File: config.mk
export PLATFORM = sky130hd
export DESIGN_NAME = egbm_ctrl
export DESIGN_NICKNAME = d
export VERILOG_FILES = /design/src/rtl/egbm_pkg.sv /design/src/rtl/egbm_ctrl.sv
export SDC_FILE = /design/constraint.sdc
export NUM_CORES = 1
export LEC_CHECK = 0
export BUFFER_PORTS_ARGS = -buffer_cell sky130_fd_sc_hd__buf_4
export CORE_AREA = 2 2 39 41
export DETAILED_ROUTE_END_ITERATION = 6
export DIE_AREA = 0 0 41 43
export GPL_ROUTABILITY_DRIVEN = 0
export PLACE_DENSITY = 0.3
export RECOVER_POWER = 100
export REMOVE_ABC_BUFFERS = 1
export SYNTH_ARGS = -nofsm -noshare
export SYNTH_HDL_FRONTEND = slang
export SYNTH_SLANG_ARGS = --single-unit
export TNS_END_PERCENT = 10
File: constraint.sdc
create_clock -name i_clk -period 1.2 [get_ports i_clk]
set_input_delay 0.18 -clock i_clk [delete_from_list [all_inputs] [get_ports i_clk]]
set_output_delay 0.18 -clock i_clk [all_outputs]
set_load 0.03 [all_outputs]
File: src/rtl/egbm_pkg.sv
// ----------------------------------------------------------------------------
// egbm_pkg
// shared types, widths and constants of the gbm path stepper
// ----------------------------------------------------------------------------
package egbm_pkg;

    localparam int unsigned CFG_IDX_W = 3;
    localparam int unsigned CFG_DATA_W = 32;

    typedef enum logic [CFG_IDX_W-1:0] {
        CFG_START_VALUE     = 3'd0,
        CFG_STRIKE          = 3'd1,
        CFG_DRIFT_COEFF     = 3'd2,
        CFG_DIFFUSION_COEFF = 3'd3,
        CFG_STEPS_PER_PATH  = 3'd4
    } t_cfg_index;

    localparam logic [30:0] START_VALUE_RST    = 31'd6553600;
    localparam logic [30:0] STRIKE_RST         = 31'd6553600;
    localparam logic [15:0] STEPS_PER_PATH_RST = 16'd100;

    localparam logic signed [35:0] COEF_MAX = 36'sd4294967295;
    localparam logic signed [35:0] COEF_MIN = -36'sd4294967295;
    localparam logic signed [47:0] COEF_HALF = 48'sd2048;
    localparam logic signed [64:0] PROD_HALF = 65'sd536870912;

    localparam logic signed [31:0] VALUE_MAX = 32'sh7fff_ffff;
    localparam logic signed [31:0] VALUE_MIN = 32'sh8000_0000;
    localparam logic [30:0] PAYOFF_MAX = 31'h7fff_ffff;
    localparam logic [31:0] COUNT_MAX = 32'hffff_ffff;

    typedef struct packed {
        logic load;
        logic mul;
        logic upd;
        logic emit;
    } t_cmd;

    typedef struct packed {
        logic path_end;
    } t_status;

endpackage

File: src/rtl/egbm_ctrl.sv
// ----------------------------------------------------------------------------
// egbm_ctrl
// step sequencer and output valid tracking
// ----------------------------------------------------------------------------
module egbm_ctrl (
    input  logic             i_clk,
    input  logic             i_rst_n,
    input  logic             i_in_valid,
    output logic             o_in_stall,
    output logic             o_out_valid,
    input  logic             i_out_stall,
    input  egbm_pkg::t_status i_status,
    output egbm_pkg::t_cmd   o_cmd
);
    import egbm_pkg::*;

    typedef enum logic [1:0] {
        S_IDLE,
        S_MUL,
        S_UPD
    } t_state;

    t_state r_state;
    logic   r_out_valid;
    logic   w_slot_free;
    logic   w_proceed;

    assign w_slot_free = !r_out_valid || !i_out_stall;
    assign w_proceed   = !i_status.path_end || w_slot_free;

    always_comb begin
        o_cmd.load = (r_state == S_IDLE) && i_in_valid;
        o_cmd.mul  = (r_state == S_MUL);
        o_cmd.upd  = (r_state == S_UPD) && w_proceed;
        o_cmd.emit = (r_state == S_UPD) && w_proceed && i_status.path_end;
    end

    always_ff @(posedge i_clk) begin
        if (!i_rst_n) begin
            r_state     <= S_IDLE;
            r_out_valid <= 1'b0;
        end else begin
            unique case (r_state)
                S_IDLE: begin
                    if (i_in_valid) begin
                        r_state <= S_MUL;
                    end
                end
                S_MUL: begin
                    r_state <= S_UPD;
                end
                S_UPD: begin
                    if (w_proceed) begin
                        r_state <= S_IDLE;
                    end
                end
                default: begin
                    r_state <= S_IDLE;
                end
            endcase
            if (o_cmd.emit) begin
                r_out_valid <= 1'b1;
            end else if (!i_out_stall) begin
                r_out_valid <= 1'b0;
            end
        end
    end

    assign o_in_stall  = (r_state != S_IDLE);
    assign o_out_valid = r_out_valid;

endmodule

# Word level (Yosys, flattened, before mapping)

Index checks and enable logic that the tools add are counted.

Bits in registers: 3
Output and inout bits: 6
Logic and storage cells: 23

Equality and inequality tests: 5
Mux-type cells: 5
Reductions and logical operators: 11

Operator list:

| operator             | number |
|---|---|
| $pmux W2 S3          | 1 |
| $mux W2              | 2 |
| $ne A2 B2 Y1 const B | 2 |
| $logic_and A1 B1 Y1  | 3 |
| $logic_not A1 Y1     | 3 |
| $eq A2 B1 Y1 const B | 1 |
| $eq A2 B2 Y1 const B | 1 |
| $logic_not A2 Y1     | 1 |
| $logic_or A1 B1 Y1   | 2 |
| $mux W1              | 2 |
| $ne A2 B1 Y1 const B | 1 |
| $reduce_and A2 Y1    | 1 |
| $reduce_bool A2 Y1   | 1 |

# Logic depth before layout (Yosys ltp)

Gate-level depths: netlist of run 1.

Depth in word-level cells: 6
Mapped depth: 2
Gate-level depth less buffers: 2

# Worst setup path after synthesis of run 1

Ideal clock, no wire load.

Path type: flip-flop to output port
Start point: register r_out_valid (netlist: o_out_valid)
End point: output port o_cmd[1] in the netlist's numbering
Data arrival time: 1.257 ns
Data required time: 1.020 ns
Path slack: -0.237 ns
Stages on the path, launching flop included: 2
Cells stage by stage: dfxtp_1 -> a311oi_1

RTL lines:

| item                   | line            | text |
|---|---|---|
| start, declared        | egbm_ctrl.sv:24 | `logic r_out_valid;` |
| start signal, assigned | egbm_ctrl.sv:41 | `r_out_valid <= 1'b0;` |
| start signal, assigned | egbm_ctrl.sv:62 | `r_out_valid <= 1'b1;` |
| start signal, assigned | egbm_ctrl.sv:64 | `r_out_valid <= 1'b0;` |
| end, declared          | egbm_ctrl.sv:13 | `output egbm_pkg::t_cmd o_cmd` |

==> key figures, run 1 <==
Layout
  – Final #Nets: 37
  – Synth-to-layout area growth: 107%
  – Fill cells: about 160
  – Finished Cell Area: slightly below 300 sq um
  – Share of layout cells above drive strength 1: roughly 71%
  – Util after Layout: 21.2%
  – Final Instance Count excl. Fillers: 47
  – N_diodes: 0

Global routing
  – GRT Total Usage: 6.83%
  – Gr ovfl total: 0
  – Initial antenna violation count: 0
  – Largest net degree at the start of global routing: 6
  – Wire length of the first global-routing pass: approximately 630 microns
  – Number of global-route vias before repair: roughly 160

Critical path
  – Worst Path Arrival: approximately 1.0 ns
  – CP Launch Type: flop
  – WP data required: between 1 and 1.5 ns
  – CP Capture Type: primary output
  – RR Startpoint: r_state[0]
  – Critical R2R Capture: o_out_valid
  – R2r worst-path depth: 4
  – Worst path max stage delay: approximately 0.33 ns
  – CP max stage cell: dfxtp_2
  – CP Cell Sequence: nand3b_1 > a21oi_1 > buf_4
  – Worst-path maximum fanout: 5
  – Setup slack, reg-to-reg: 0.22 ns
  – Worst Setup Path Type: reg2out

STA
  – Fin crit period: approximately 1.2 ns
  – Endpoints failing setup: 2
  – Post-route setup slack: -0.0193 ns
  – Final Cycle Share: 102%
  – Worst clock skew: between 0.0003 and 0.0004 ns
  – Measured slew at the worst slew-check pin: approximately 0.18 ns
  – Setup TNS: -0.0297 ns
  – Hold Slack: 0.170 ns
  – Fmax: between 800 and 900 MHz
  – Fin. max-slew vios: 0
  – Final hold violations: 0
  – Slew Limit Headroom: 87.7%
  – Unrepaired setup endpoints after global routing: yes

Synth
  – Register area share after synthesis: a little over two fifths
  – Post-synth cell types: 13
  – Post-synth EDFFs: 0
  – Synth warn: 0
  – Fraction of registers with async set/reset: 0%
  – Area contributors post-synth: dfxtp_1 (42%), nor3b_2 (8.8%), a311oi_1 (6.2%), o2bb2ai_1 (6.2%), a21boi_1 (5.3%)
  – Synth Instances: 15
  – Syn Area/Cell: 9.43 sq um
  – Most numerous cell in the Yosys netlist: dfxtp_1
  – Synth area leader: dfxtp_1
  – Seq cells post-synth: 3
  – Area share of the leading cell type in the synthesized netlist: 42.5%
  – Top FF cell, synth: dfxtp_1
  – Synthesized area: 141 sq um

Die
  – IO Pins: 11
  – Row count: 14
  – Die Ht: 43 microns
  – Initial Util: 10.2%
  – Core area: approximately 1400 sq um
  – Die width: a little over 40 microns
  – Die area: 1760 sq um

Placed design
  – Dpl cells: around 40
  – Setup WS pre-CTS: 0.124 ns
  – Port Buffer Count: 10
  – Placed Area: approximately 240 sq um

Route
  – Vias: ~170
  – Drt via density: roughly 3.7
  – Drt first-iter violations: 0
  – First-pass DRT Iterations: 1
  – Wire length per cell: 8.89 microns
  – Final ANT Viol Nets: 0
  – DRC: 0
  – Final WL: about 420 microns

Clock tree
  – CTS tree: done
  – CTS root buffer: clkbuf_4
  – CTS Buf Count: 3
  – Clock tree buffer depth: 2
  – Worst-path clk slew: ~0.04 ns
  – H-tree Lvls: 1
  – Sink Count: 3
  – Worst skew pair latency: roughly 0.24 ns

Outcome
  – Failing checks: setup timing
  – Outcome: complete, but fails checks

Pwr
  – Switching Share: between 20 and 30%
  – Clock Power Share: 50.0%
  – Int Power: 0.263 mW
  – Combinational power share: around a fifth
  – PD cells: around 1200 nW/um^2
  – Seq pwr share: 30.4%
  – Leak pwr: 0.128 nW
  – Max rail drop VDD: slightly below 0.3 mV
  – Tot Pwr: 0.361 mW
  – NetSw: roughly 0.1 mW

Flow run
  – Max-cap violations: 0

Worst hold path
  – Hold Path Sink: r_state[1]
  – HP Start: i_rst_n
  – Worst Hold Class: in2reg
  – Hold Path Stages: 2
## registers in the layout (all words and copies together) (netlist names)
signal       flops
o_out_valid      1
r_state          2
## metal layers
| metal | track usage, % | wire, microns |
|---|---|---|
| met1 | 3.86 | 142 |
| met2 | 8.13 | 219 |
| met3 | 6.28 | 28 |
| met4 | 12.0 | 27 |
| met5 | 0 | 0 |
## cell families after synthesis
group / synth area share, %
AND/OR/NAND/NOR: 33.6
flip-flops: 42.5
buffers and inverters: 2.65
AO/OA/AOI/OAI: 21.2
## layout make-up
| class | count | area [sq um] | share of cell area, % |
|---|---|---|---|
| repair buffers | 12 | 91.3 | 31.2 |
| multi-input cells | 11 | 86.3 | 29.5 |
| clock buffers | 4 | 26.3 | 8.97 |
| flip-flops and latches | 3 | 65.1 | 22.2 |
| well taps | 16 | 20.0 | 6.84 |
| inverters | 1 | 3.75 | 1.28 |
## worst max-delay path by stage
stage	from	slack (ns)	endpoint
finish	r_state[0]	-0.02	o_cmd[0]
global route	r_state[0]	-0.09	o_cmd[0]
CTS	r_state[1]	-0.03	o_cmd[1]
detailed placement	r_state[1]	0.12	o_cmd[1]
global placement	r_state[1]	0.13	o_cmd[1]
floorplan	o_out_valid	-0.24	o_cmd[1]
## power by group through the flow
| stage | Combinational [mW] | Clock, mW | Sequential [mW] |
|---|---|---|---|
| finish | 0.0709 | 0.181 | 0.110 |
| global route | 0.0750 | 0.204 | 0.110 |
| CTS | 0.0694 | 0.189 | 0.109 |
| detailed placement | 0.0659 | 0 | 0.111 |
| global placement | 0.0663 | 0 | 0.111 |
| floorplan | 0.0346 | 0 | 0.111 |
## critical path, delay by kind of cell, from the launching register on
kind            cells  cell delay (ns)
flops               1             0.33
simple gates        1             0.17
buf+inv             1             0.17
compound gates      1             0.12
## layout by cell type, fill, tap and decap left out
master / n
buf_4: 10
clkbuf_4: 3
nand3b_1: 1
a21oi_1: 1
nor2b_2: 1
or2_2: 1
nor3b_2: 1
inv_2: 1
a311oi_2: 1
and2_1: 1
nand3_1: 1
o2bb2ai_1: 1
nand2_1: 1
a21boi_0: 1
clkbuf_1: 1
dfxtp_1: 1
clkbuf_2: 1
buf_6: 1
dfxtp_2: 1
dfxtp_4: 1
## repair_timing
item,4_1_cts,5_1_grt
hold buffers,0,0
pin swaps,1,0
resized for setup,5,2
setup buffers,1,1
gates cloned,0,0
endpoints found under the setup margin,4,5
No activity file was read; power rests on OpenSTA's default activity.
==> run 2, diff against run 1 <==
--- a/config.mk
+++ b/config.mk
@@ -7,6 +7,7 @@
 export LEC_CHECK = 0
 export BUFFER_PORTS_ARGS = -buffer_cell sky130_fd_sc_hd__buf_4
 export CORE_AREA = 2 2 39 41
+export CTS_BUF_LIST = sky130_fd_sc_hd__clkbuf_4 sky130_fd_sc_hd__clkbuf_8 sky130_fd_sc_hd__clkbuf_16
 export DETAILED_ROUTE_END_ITERATION = 6
 export DIE_AREA = 0 0 41 43
 export GPL_ROUTABILITY_DRIVEN = 0
==> run 2 against run 1 <==
  * The flow still finishes with violations (setup timing)
  * Sequential cell count is the same
  * Design area grew 1.3%
  * Clock skew about the same
  * Total power up 6.5%
  * Maximum frequency hardly changed
  * Count of clock-buffer cells in the layout did not move
  * Sequential share of layout area decreased by 0.28 points
  * Sequential power hardly changed
  * Final cell count did not move
  * First-iteration DRC count stayed put
  * Clock power increased by 13%
  * Critical endpoint unchanged
==> key figures, run 2 (same netlist as run 1, synthesis figures left out) <==
Clock tree
  – Sink Count: 3 (unchanged)
  – CTS Buf Count: 3 (unchanged)
  – Worst-path clk slew: 0.04 ns (about the same)
  – Worst skew pair latency: 0.24 ns (about the same)
  – H-tree Lvls: 1 (unchanged)
  – CTS root buffer: clkbuf_4 (unchanged)
  – Clock tree buffer depth: 2 (unchanged)
  – CTS tree: done (unchanged)

STA
  – Post-route setup slack: -0.0204 ns (was -0.0193 ns)
  – Measured slew at the worst slew-check pin: 0.184 ns (about the same)
  – Fin. max-slew vios: 0 (unchanged)
  – Fmax: 819 MHz (was 820 MHz)
  – Final Cycle Share: 102% (about the same)
  – Endpoints failing setup: 2 (unchanged)
  – Slew Limit Headroom: 87.7% (unchanged)
  – Hold Slack: 0.169 ns (was 0.170 ns)
  – Fin crit period: 1.22 ns (about the same)
  – Final hold violations: 0 (unchanged)
  – Worst clock skew: 0.000273 ns (was 0.000353 ns)
  – Unrepaired setup endpoints after global routing: yes (unchanged)

Global routing
  – Number of global-route vias before repair: 158 (unchanged)
  – Initial antenna violation count: 0 (unchanged)
  – Gr ovfl total: 0 (unchanged)
  – Wire length of the first global-routing pass: 634 microns (unchanged)
  – GRT Total Usage: 6.83% (unchanged)
  – Largest net degree at the start of global routing: 6 (unchanged)

Critical path
  – RR Startpoint: r_state[0] (unchanged)
  – R2r worst-path depth: 4 (unchanged)
  – Critical R2R Capture: o_out_valid (unchanged)
  – Worst-path maximum fanout: 5 (unchanged)
  – CP Launch Type: flop (unchanged)
  – CP endpoint: o_cmd[0] (unchanged)
  – Setup slack, reg-to-reg: 0.22 ns (about the same)
  – Worst Setup Path Type: reg2out (unchanged)
  – WP data required: 1.02 ns (about the same)
  – CP Capture Type: primary output (unchanged)
  – Worst Path Arrival: 1.04 ns (about the same)
  – Critical path origin: r_state[0] (unchanged)

Pwr
  – Leak pwr: 0.131 nW (was 0.128 nW)
  – PD cells: 1300 nW/um^2 (was 1230 nW/um^2)
  – Max rail drop VDD: 0.292 mV (was 0.289 mV)
  – Tot Pwr: 0.385 mW (was 0.361 mW)

Worst hold path
  – Worst Hold Class: in2reg (unchanged)

Outcome
  – Failing checks: setup timing (unchanged)
  – Outcome: complete, but fails checks (unchanged)

Flow run
  – Max-cap violations: 0 (unchanged)

Route
  – Drt first-iter violations: 0 (unchanged)
  – Final WL: 420 microns (was 418 microns)
  – DRC: 0 (unchanged)
  – Final ANT Viol Nets: 0 (unchanged)
  – Wire length per cell: 8.94 microns (was 8.89 microns)
  – Vias: 173 (unchanged)
  – First-pass DRT Iterations: 1 (unchanged)
  – Drt via density: 3.68 (unchanged)

Placed design
  – Placed Area: 236 sq um (unchanged)
  – Port Buffer Count: 10 (unchanged)

Die
  – Core area: 1380 sq um (unchanged)
  – Row count: 14 (unchanged)
  – Die area: 1760 sq um (unchanged)
  – IO Pins: 11 (unchanged)
  – Die Ht: 43 microns (unchanged)
  – Initial Util: 10.2% (unchanged)
  – Die width: 41 microns (unchanged)

Layout
  – N_diodes: 0 (unchanged)
  – Share of layout cells above drive strength 1: 74.2% (was 71.0%)
  – Finished Cell Area: 297 sq um (was 293 sq um)
  – Most common cell after layout, fill and taps aside: buf_4 (unchanged)
  – Largest register FFs: 2 (unchanged)
  – Most frequent cells in the layout: buf_4 (10), clkbuf_4 (4) (was buf_4 (10), clkbuf_4 (3))
  – Synth-to-layout area growth: 110% (was 107%)
  – Util after Layout: 21.4% (was 21.2%)
  – Final #Nets: 37 (unchanged)
  – Largest reg by FF count: r_state (unchanged)
-- run 2: report_power, final --
group	internal, mW	switching [mW]
logic	0.0345	0.0364
clock network	0.147	0.0565
registers	0.104	0.00602
-- run 2: area by class of cell --
class	instances	area, sq um
fillers	162	1090
repair buffers	12	91.3
multi-input cells	11	86.3
flip-flops and latches	3	65.1
clock buffers	4	30.0
well taps	16	20.0
inverters	1	3.75
-- run 2: repair_timing --
action | CTS | global route
pin swaps | 1 | 0
setup buffers | 1 | 1
hold buffers | 0 | 0
gates resized for setup | 5 | 2
setup endpoints to repair | 4 | 5
-- run 2: worst min-delay path by stage --
stage | from | to | cells after the start
finish | i_rst_n | r_state[1] | 2
detailed placement | i_rst_n | r_state[1] | 2
CTS | i_rst_n | r_state[1] | 2
floorplan | i_rst_n | r_state[1] | 1
global placement | i_rst_n | r_state[1] | 2
global route | i_rst_n | r_state[1] | 2
-- run 2: per-stage QoR --
step	std cells	worst slack, ns	TNS [ns]
after detailed placement	41	0.124	0
after global placement	41	0.134	0
after CTS	46	-0.0302	-0.0826
final	47	-0.0204	-0.0319
after floorplan	15	-0.237	-0.237
after global routing	47	-0.0876	-0.175
-- run 2: worst max-delay path: stages, from the launching register on --
cell and delay (ns):
dfxtp_2 0.33, nand3b_1 0.17, a21oi_1 0.12, buf_4 0.17
-- run 2: per-layer routing --
metal	vias to the layer above	routed length, microns	global-route usage (%)
li1	88	-	-
met1	75	142	3.86
met2	6	222	8.13
met3	4	28	6.28
met4	0	27	12.0
met5	-	0	0
